## src/design/dssm_pkg.sv

```systemverilog
// Shared constants and types for the dual stack shared memory block.
package dssm_pkg;

   localparam int DEPTH    = 16;
   localparam int ADDR_W   = $clog2(DEPTH);
   localparam int CNT_W    = $clog2(DEPTH + 1);
   localparam int DATA_W   = 32;
   localparam int MODE_W   = 3;
   localparam int STATUS_W = 2;
   localparam int COUNT_W  = 5;

   typedef logic [MODE_W-1:0]   mode_type;
   typedef logic [STATUS_W-1:0] status_type;

   localparam mode_type MODE_PUSH_ONE = 3'd0;
   localparam mode_type MODE_PUSH_TWO = 3'd1;
   localparam mode_type MODE_POP_ONE  = 3'd2;
   localparam mode_type MODE_POP_TWO  = 3'd3;
   localparam mode_type MODE_PEEK_ONE = 3'd4;
   localparam mode_type MODE_PEEK_TWO = 3'd5;

   localparam status_type STATUS_OK    = 2'd0;
   localparam status_type STATUS_OVER  = 2'd1;
   localparam status_type STATUS_UNDER = 2'd2;

   localparam logic [DATA_W-1:0] EMPTY_WORD = '1;

   typedef struct packed {
      logic capture;  // latch the request payload
      logic execute;  // decode, update counts, touch memory
      logic finish;   // load result from memory read data
   } dssm_cmd_type;

   typedef struct packed {
      logic read_issued;  // execute started a memory read
   } dssm_status_type;

endpackage

```

## src/design/dssm_ctrl.sv

```systemverilog
// Sequencing state machine for the dual stack shared memory block.
module dssm_ctrl (
   input  logic                     clock,
   input  logic                     reset,
   input  logic                     req_valid,
   output logic                     req_stall,
   output logic                     rsp_valid,
   input  logic                     rsp_stall,
   output dssm_pkg::dssm_cmd_type    cmd,
   input  dssm_pkg::dssm_status_type stat
);
   import dssm_pkg::*;

   typedef enum logic [1:0] {
      ST_IDLE,
      ST_EXEC,
      ST_FIN,
      ST_RESP
   } state_type;

   state_type state_ff;
   logic      req_stall_ff;
   logic      rsp_valid_ff;

   always_ff @(posedge clock) begin
      if (reset) begin
         state_ff     <= ST_IDLE;
         req_stall_ff <= 1'b0;
         rsp_valid_ff <= 1'b0;
      end else begin
         case (state_ff)
            ST_IDLE: begin
               if (req_valid) begin
                  state_ff     <= ST_EXEC;
                  req_stall_ff <= 1'b1;
               end
            end
            ST_EXEC: begin
               if (stat.read_issued) begin
                  state_ff <= ST_FIN;
               end else begin
                  state_ff     <= ST_RESP;
                  rsp_valid_ff <= 1'b1;
               end
            end
            ST_FIN: begin
               state_ff     <= ST_RESP;
               rsp_valid_ff <= 1'b1;
            end
            ST_RESP: begin
               if (!rsp_stall) begin
                  state_ff     <= ST_IDLE;
                  rsp_valid_ff <= 1'b0;
                  req_stall_ff <= 1'b0;
               end
            end
            default: begin
               state_ff     <= ST_IDLE;
               rsp_valid_ff <= 1'b0;
               req_stall_ff <= 1'b0;
            end
         endcase
      end
   end

   assign req_stall   = req_stall_ff;
   assign rsp_valid   = rsp_valid_ff;
   assign cmd.capture = (state_ff == ST_IDLE) && req_valid;
   assign cmd.execute = (state_ff == ST_EXEC);
   assign cmd.finish  = (state_ff == ST_FIN);

endmodule

```

## src/design/dssm_datapath.sv

```systemverilog
// Counters, shared word store and result registers of the two stacks.
module dssm_datapath (
   input  logic                            clock,
   input  logic                            reset,
   input  dssm_pkg::dssm_cmd_type           cmd,
   output dssm_pkg::dssm_status_type        stat,
   input  logic [dssm_pkg::MODE_W-1:0]      req_mode,
   input  logic signed [dssm_pkg::DATA_W-1:0] req_push_value,
   output logic signed [dssm_pkg::DATA_W-1:0] rsp_read_value,
   output logic [dssm_pkg::STATUS_W-1:0]    rsp_status,
   output logic [dssm_pkg::COUNT_W-1:0]     rsp_count_one,
   output logic [dssm_pkg::COUNT_W-1:0]     rsp_count_two
);
   import dssm_pkg::*;

   localparam logic [CNT_W-1:0] DEPTH_C = CNT_W'(DEPTH);
   localparam logic [CNT_W-1:0] ONE_C   = CNT_W'(1);

   mode_type          mode_ff;
   logic [DATA_W-1:0] value_ff;
   logic [CNT_W-1:0]  depth_one_ff, depth_one_in;
   logic [CNT_W-1:0]  depth_two_ff, depth_two_in;
   logic [DATA_W-1:0] mem [DEPTH];
   logic [DATA_W-1:0] mem_q_ff;

   logic [CNT_W:0]    used;
   logic              full;
   logic              wr_en;
   logic              read_go;
   logic [CNT_W-1:0]  wr_ptr, rd_ptr;
   logic [DATA_W-1:0] imm_value;
   status_type        imm_status;

   logic [DATA_W-1:0] rsp_value_ff;
   status_type        rsp_status_ff;
   logic [CNT_W-1:0]  rsp_one_ff, rsp_two_ff;
   logic [CNT_W+COUNT_W-1:0] one_ext, two_ext;

   assign used = {1'b0, depth_one_ff} + {1'b0, depth_two_ff};
   assign full = (used >= {1'b0, DEPTH_C});

   always_comb begin
      depth_one_in = depth_one_ff;
      depth_two_in = depth_two_ff;
      wr_en        = 1'b0;
      read_go      = 1'b0;
      wr_ptr       = depth_one_ff;
      rd_ptr       = depth_one_ff - ONE_C;
      imm_value    = '0;
      imm_status   = STATUS_OK;
      case (mode_ff)
         MODE_PUSH_ONE: begin
            if (full) begin
               imm_status = STATUS_OVER;
            end else begin
               wr_en        = 1'b1;
               wr_ptr       = depth_one_ff;
               depth_one_in = depth_one_ff + ONE_C;
            end
         end
         MODE_PUSH_TWO: begin
            if (full) begin
               imm_status = STATUS_OVER;
            end else begin
               wr_en        = 1'b1;
               wr_ptr       = DEPTH_C - depth_two_ff - ONE_C;
               depth_two_in = depth_two_ff + ONE_C;
            end
         end
         MODE_POP_ONE, MODE_PEEK_ONE: begin
            if (depth_one_ff == '0) begin
               imm_status = STATUS_UNDER;
               imm_value  = EMPTY_WORD;
            end else begin
               read_go = 1'b1;
               rd_ptr  = depth_one_ff - ONE_C;
               if (mode_ff == MODE_POP_ONE) depth_one_in = depth_one_ff - ONE_C;
            end
         end
         MODE_POP_TWO, MODE_PEEK_TWO: begin
            if (depth_two_ff == '0) begin
               imm_status = STATUS_UNDER;
               imm_value  = EMPTY_WORD;
            end else begin
               read_go = 1'b1;
               rd_ptr  = DEPTH_C - depth_two_ff;
               if (mode_ff == MODE_POP_TWO) depth_two_in = depth_two_ff - ONE_C;
            end
         end
         default: begin
            imm_status = STATUS_OK;
         end
      endcase
   end

   assign stat.read_issued = read_go;

   always_ff @(posedge clock) begin
      if (reset) begin
         depth_one_ff <= '0;
         depth_two_ff <= '0;
      end else if (cmd.execute) begin
         depth_one_ff <= depth_one_in;
         depth_two_ff <= depth_two_in;
      end
   end

   always_ff @(posedge clock) begin
      if (cmd.capture) begin
         mode_ff  <= req_mode;
         value_ff <= req_push_value;
      end
   end

   // single write port, single registered read port
   always_ff @(posedge clock) begin
      if (cmd.execute && wr_en) mem[wr_ptr[ADDR_W-1:0]] <= value_ff;
      if (cmd.execute && read_go) mem_q_ff <= mem[rd_ptr[ADDR_W-1:0]];
   end

   always_ff @(posedge clock) begin
      if (cmd.execute && !read_go) begin
         rsp_value_ff  <= imm_value;
         rsp_status_ff <= imm_status;
         rsp_one_ff    <= depth_one_in;
         rsp_two_ff    <= depth_two_in;
      end else if (cmd.finish) begin
         // counts were already updated during execute
         rsp_value_ff  <= mem_q_ff;
         rsp_status_ff <= STATUS_OK;
         rsp_one_ff    <= depth_one_ff;
         rsp_two_ff    <= depth_two_ff;
      end
   end

   // counts are reported modulo the field width
   assign one_ext = {{COUNT_W{1'b0}}, rsp_one_ff};
   assign two_ext = {{COUNT_W{1'b0}}, rsp_two_ff};

   assign rsp_read_value = rsp_value_ff;
   assign rsp_status     = rsp_status_ff;
   assign rsp_count_one  = one_ext[COUNT_W-1:0];
   assign rsp_count_two  = two_ext[COUNT_W-1:0];

endmodule

```

## src/design/dual_stack_shared_memory_core.sv

```systemverilog
// Top level of the dual stack shared memory block.
// Two LIFO stacks share a store of DEPTH 32-bit words: stack one grows up from
// word 0, stack two down from word DEPTH-1. One request at a time is handled.
// A push, an unused mode or an error case steps through capture, execute and
// result transfer; a successful pop or peek adds a finish step between execute
// and result transfer, for the registered read port of the store. A stall on
// the result channel holds the result until it is taken. Words read from the
// store are only ever words pushed since reset, so no clearing pass exists.
module dual_stack_shared_memory_core (
   input  logic                                clock,
   input  logic                                reset,
   input  logic                                req_valid,
   output logic                                req_stall,
   input  logic [dssm_pkg::MODE_W-1:0]         req_mode,
   input  logic signed [dssm_pkg::DATA_W-1:0]  req_push_value,
   output logic                                rsp_valid,
   input  logic                                rsp_stall,
   output logic signed [dssm_pkg::DATA_W-1:0]  rsp_read_value,
   output logic [dssm_pkg::STATUS_W-1:0]       rsp_status,
   output logic [dssm_pkg::COUNT_W-1:0]        rsp_count_one,
   output logic [dssm_pkg::COUNT_W-1:0]        rsp_count_two
);
   import dssm_pkg::*;

   dssm_cmd_type    cmd;
   dssm_status_type stat;

   dssm_ctrl u_ctrl (
      .clock     (clock),
      .reset     (reset),
      .req_valid (req_valid),
      .req_stall (req_stall),
      .rsp_valid (rsp_valid),
      .rsp_stall (rsp_stall),
      .cmd       (cmd),
      .stat      (stat)
   );

   dssm_datapath u_datapath (
      .clock          (clock),
      .reset          (reset),
      .cmd            (cmd),
      .stat           (stat),
      .req_mode       (req_mode),
      .req_push_value (req_push_value),
      .rsp_read_value (rsp_read_value),
      .rsp_status     (rsp_status),
      .rsp_count_one  (rsp_count_one),
      .rsp_count_two  (rsp_count_two)
   );

endmodule

```

## config.mk

```make
export PLATFORM = sky130hd
export DESIGN_NAME = dual_stack_shared_memory_core
export DESIGN_NICKNAME = d
export VERILOG_FILES = /design/src/design/dssm_pkg.sv /design/src/design/dssm_ctrl.sv /design/src/design/dssm_datapath.sv /design/src/design/dual_stack_shared_memory_core.sv
export SDC_FILE = /design/constraint.sdc
export NUM_CORES = 1
export LEC_CHECK = 0
export BUFFER_PORTS_ARGS = -buffer_cell sky130_fd_sc_hd__buf_4
export CORE_MARGIN = 1
export CORE_UTILIZATION = 60
export DETAILED_ROUTE_END_ITERATION = 8
export PLACE_DENSITY = 0.81
export SYNTH_ARGS = -nofsm -noshare
export SYNTH_HDL_FRONTEND = slang
export SYNTH_HIERARCHICAL = 1
export SYNTH_SLANG_ARGS = --single-unit
```

## constraint.sdc

```tcl
create_clock -name clock -period 14.12 [get_ports clock]
set_input_delay 2.824 -clock clock [delete_from_list [all_inputs] [get_ports clock]]
set_output_delay 2.824 -clock clock [all_outputs]
set_load 0.1 [all_outputs]
```

==> impl_metrics.yaml <==
final_layout:
  diodes: 0
  final_layout_size_suffix_gt1_share_pct: 14.4
  areaGrowthSynthToFinish_pct: 11.1
  fin_nets: 2258
  fin_util_pct: 67.7
  fin_cells: 2868
sta:
  worstMarginPinSlew_ps: 1340
  rsz0062_at_grt: "false"
  clock.fmax_ghz: 0.177
  holdWs_ps: 507
  setup-tns-final_ps: 0
  period_share_pct: 40.0
  skew_ps: 15.7
  setup_slack_ps: 8470
  timing.final.hold_violations: 0
  min_period_ps: 5650
  relSlewSlack_pct: 10.5
  drv_slew: 0
  setup_viol: 0
clock_network:
  postCtsHoldBufs: 0
  cts_resized: 0
  cts_inserted_buffers: 66
  cts.sinks: 637
  htreeDepth: 3
  clockBufferDepth: 3
  cts_tree: "yes"
  clkTransAtPathRegs_ps: 60
  cts_setup_buffers: 0
  insertion_delay_ps: 610
  cts_root_buf: "clkbuf_16"
grt:
  gr-total-overflow: 0
  grt_antenna_before_repair: 0
  track_usage_pct: 30.3
  grt_max_degree: 151
  grt_pass1_vias: 20100
  grt_pass1_wl_mm: 114
detailed_routing:
  drtIter0Drc: 2677
  vias: 20100
  drtPass1Iterations: 6
  ant_nets: 0
  route.detailed.drc: 0
  wirelength_mm: 75.1
  vias_per_cell: 7.00
  wire_per_inst_um: 26.2
critical_path:
  cp_max_fo: 150
  path_class: "reg -> reg"
  worst_setup_path_end_kind: "register"
  worst_r2r_endpoint: "u_datapath/mem_q_ff[12]"
  startpoint_type: "register"
  r2r_cells: 9
  r2r_slack_ps: 8470
  reg2reg_from: "u_datapath/depth_two_ff[0]"
  worstPathArrival_ps: 5980
  required_ps: 14450
die:
  die_h_um: 222
  die_w_um: 222
  core_um2: 47700
  fp-row-count: 80
  io_pins: 85
  die_area_um2: 49400
  initial_core_util_pct: 60.9
status:
  run_status: "finished clean"
power:
  p_clk_share_pct: 24.8
  comb_power_share_pct: 37.8
  switching_share_pct: 39.5
  leakage_nw: 10.8
  seq_power_share_pct: 37.4
  powerDensity_nw_per_um2: 210
  p_switching_mw: 2.68
  vdd_drop_max_uv: 141
  internal_power_mw: 4.11
place:
  io_buffer_count: 84
  hpwl_mm: 39.5
  dp_slack_ps: 8810
  dpl.cell_count: 2753
  place.gp.congestion: 0.896
logic_synthesis:
  netlist_area_um2: 29100
  synth_cell_types: 63
  yosysWarnings: 6
  async_flop_share_pct: 0
  yosysMostFrequentCell: "edfxtp_1"
  synth_top_cells_by_count: "edfxtp_1 (623), nand2_1 (289), mux2i_1 (164)"
  synth-seq-cells: 637
  syn_inst: 2201
  synthTopCellsByArea: "edfxtp_1 (64%), mux2i_1 (5.6%), nand2_1 (3.7%), a311oi_1 (3.2%), mux2_2 (2.5%)"
  yosysTopAreaCell: "edfxtp_1"
  synth_seq_area_share_pct: 65.3
  synth_top_area_share_pct: 64.3
  synth_edf_count: 623
  avgSynthCellArea_um2: 13.2
  synth_nets: 2253
  synth_flop_cell: "edfxtp_1"
worst_hold_path:
  hp-class: "reg -> reg"
  min_path_cells: 2
  hp-start: "u_ctrl/req_stall"
  hold_path_end: "u_ctrl/req_stall"
flow_run:
  maxCapViolCount: 0
metal layers:
metal  global-route usage (%)  share of wire [%]  up-vias
li1                         -                  -     8620
met1                     39.2                 37     9797
met2                     48.8                 48     1407
met3                     6.07                 11      260
met4                     15.7                4.3        0
met5                        0                  0        -
final cells by class:
| cell class | instances | area, um2 |
|---|---|---|
| flip-flops and latches | 637 | 19000 |
| well taps | 615 | 769 |
| clock buffers | 83 | 1780 |
| repair buffers | 131 | 996 |
| fillers | 3122 | 15400 |
| clock inverters | 32 | 283 |
| inverters | 54 | 203 |
| multi-input cells | 1316 | 9300 |
sequential cells by signal, summed over array words and instances, names as in the netlist:
name,flops
u_datapath/rsp_count_two,5
u_ctrl/state_ff,2
u_datapath/mem_q_ff,32
u_ctrl/req_stall,1
u_datapath/mem,512
u_ctrl/rsp_valid,1
u_datapath/depth_one_ff,5
u_datapath/depth_two_ff,5
u_datapath/rsp_read_value,32
u_datapath/value_ff,32
u_datapath/rsp_count_one,5
u_datapath/rsp_status,2
u_datapath/mode_ff,3
worst max-delay path: stages (launching register included):
cell,delay [ps]
dfxtp_2,330
clkinv_1,790
ha_4,560
or4b_2,260
nand3_4,710
mux2i_4,890
buf_12,550
nand4_1,260
a32oi_1,380
o221ai_1,180
cells in the final DEF (no fill, tap or decap), types with 64 or more instances in the layout:
master / synthesis / routed
a2111oi_0: 64 / 64
edfxtp_1: 623 / 623
clkbuf_16: 0 / 69
nand2b_1: 91 / 90
mux2_2: 64 / 64
nand2_1: 289 / 289
a311oi_1: 105 / 105
a21oi_1: 106 / 105
mux2i_1: 164 / 163
buf_4: 11 / 130
cell families after synthesis:
logic type | after synthesis | share of synthesized area, %
AO/OA/AOI/OAI | 483 | 12.3
buffers and inverters | 248 | 3.60
XOR/XNOR | 11 | 0.331
AND/OR/NAND/NOR | 581 | 9.83
flip-flops | 637 | 65.3
adder cells (fa/ha/maj) | 13 | 0.559
multiplexers | 228 | 8.12
worst max path at each step:
stage | to | startpoint | slack [ps] | cells after the start
after floorplan | u_datapath/mem[11][0] | u_datapath/depth_two_ff[0] | 9100 | 10
after global routing | u_datapath/mem_q_ff[12] | u_datapath/mode_ff[1] | 8310 | 8
after CTS | u_datapath/mem_q_ff[12] | u_datapath/mode_ff[1] | 8750 | 8
final | u_datapath/mem_q_ff[12] | u_datapath/depth_two_ff[0] | 8470 | 9
after detailed placement | u_datapath/mem_q_ff[31] | u_datapath/mode_ff[1] | 8810 | 8
after global placement | u_datapath/mem_q_ff[11] | u_datapath/mode_ff[1] | 8990 | 8
metrics by stage:
| stage | total power [mW] | area (um2) |
|---|---|---|
| 2_1_floorplan | 4.38 | 29100 |
| 4_1_cts | 6.75 | 32300 |
| 3_5_place_dp | 5.07 | 30300 |
| 6_report | 6.79 | 32300 |
| 3_3_place_gp | 4.99 | 30300 |
| 5_1_grt | 7.00 | 32300 |
power by group through the flow:
| stage | clock [mW] | sequential (mW) | combinational (mW) |
|---|---|---|---|
| after floorplan | 0 | 3.03 | 1.36 |
| after global placement | 0 | 2.56 | 2.43 |
| after detailed placement | 0 | 2.57 | 2.50 |
| after CTS | 1.70 | 2.54 | 2.52 |
| after global routing | 1.76 | 2.56 | 2.68 |
| final | 1.69 | 2.54 | 2.57 |
No activity file was read; power rests on OpenSTA's default activity.
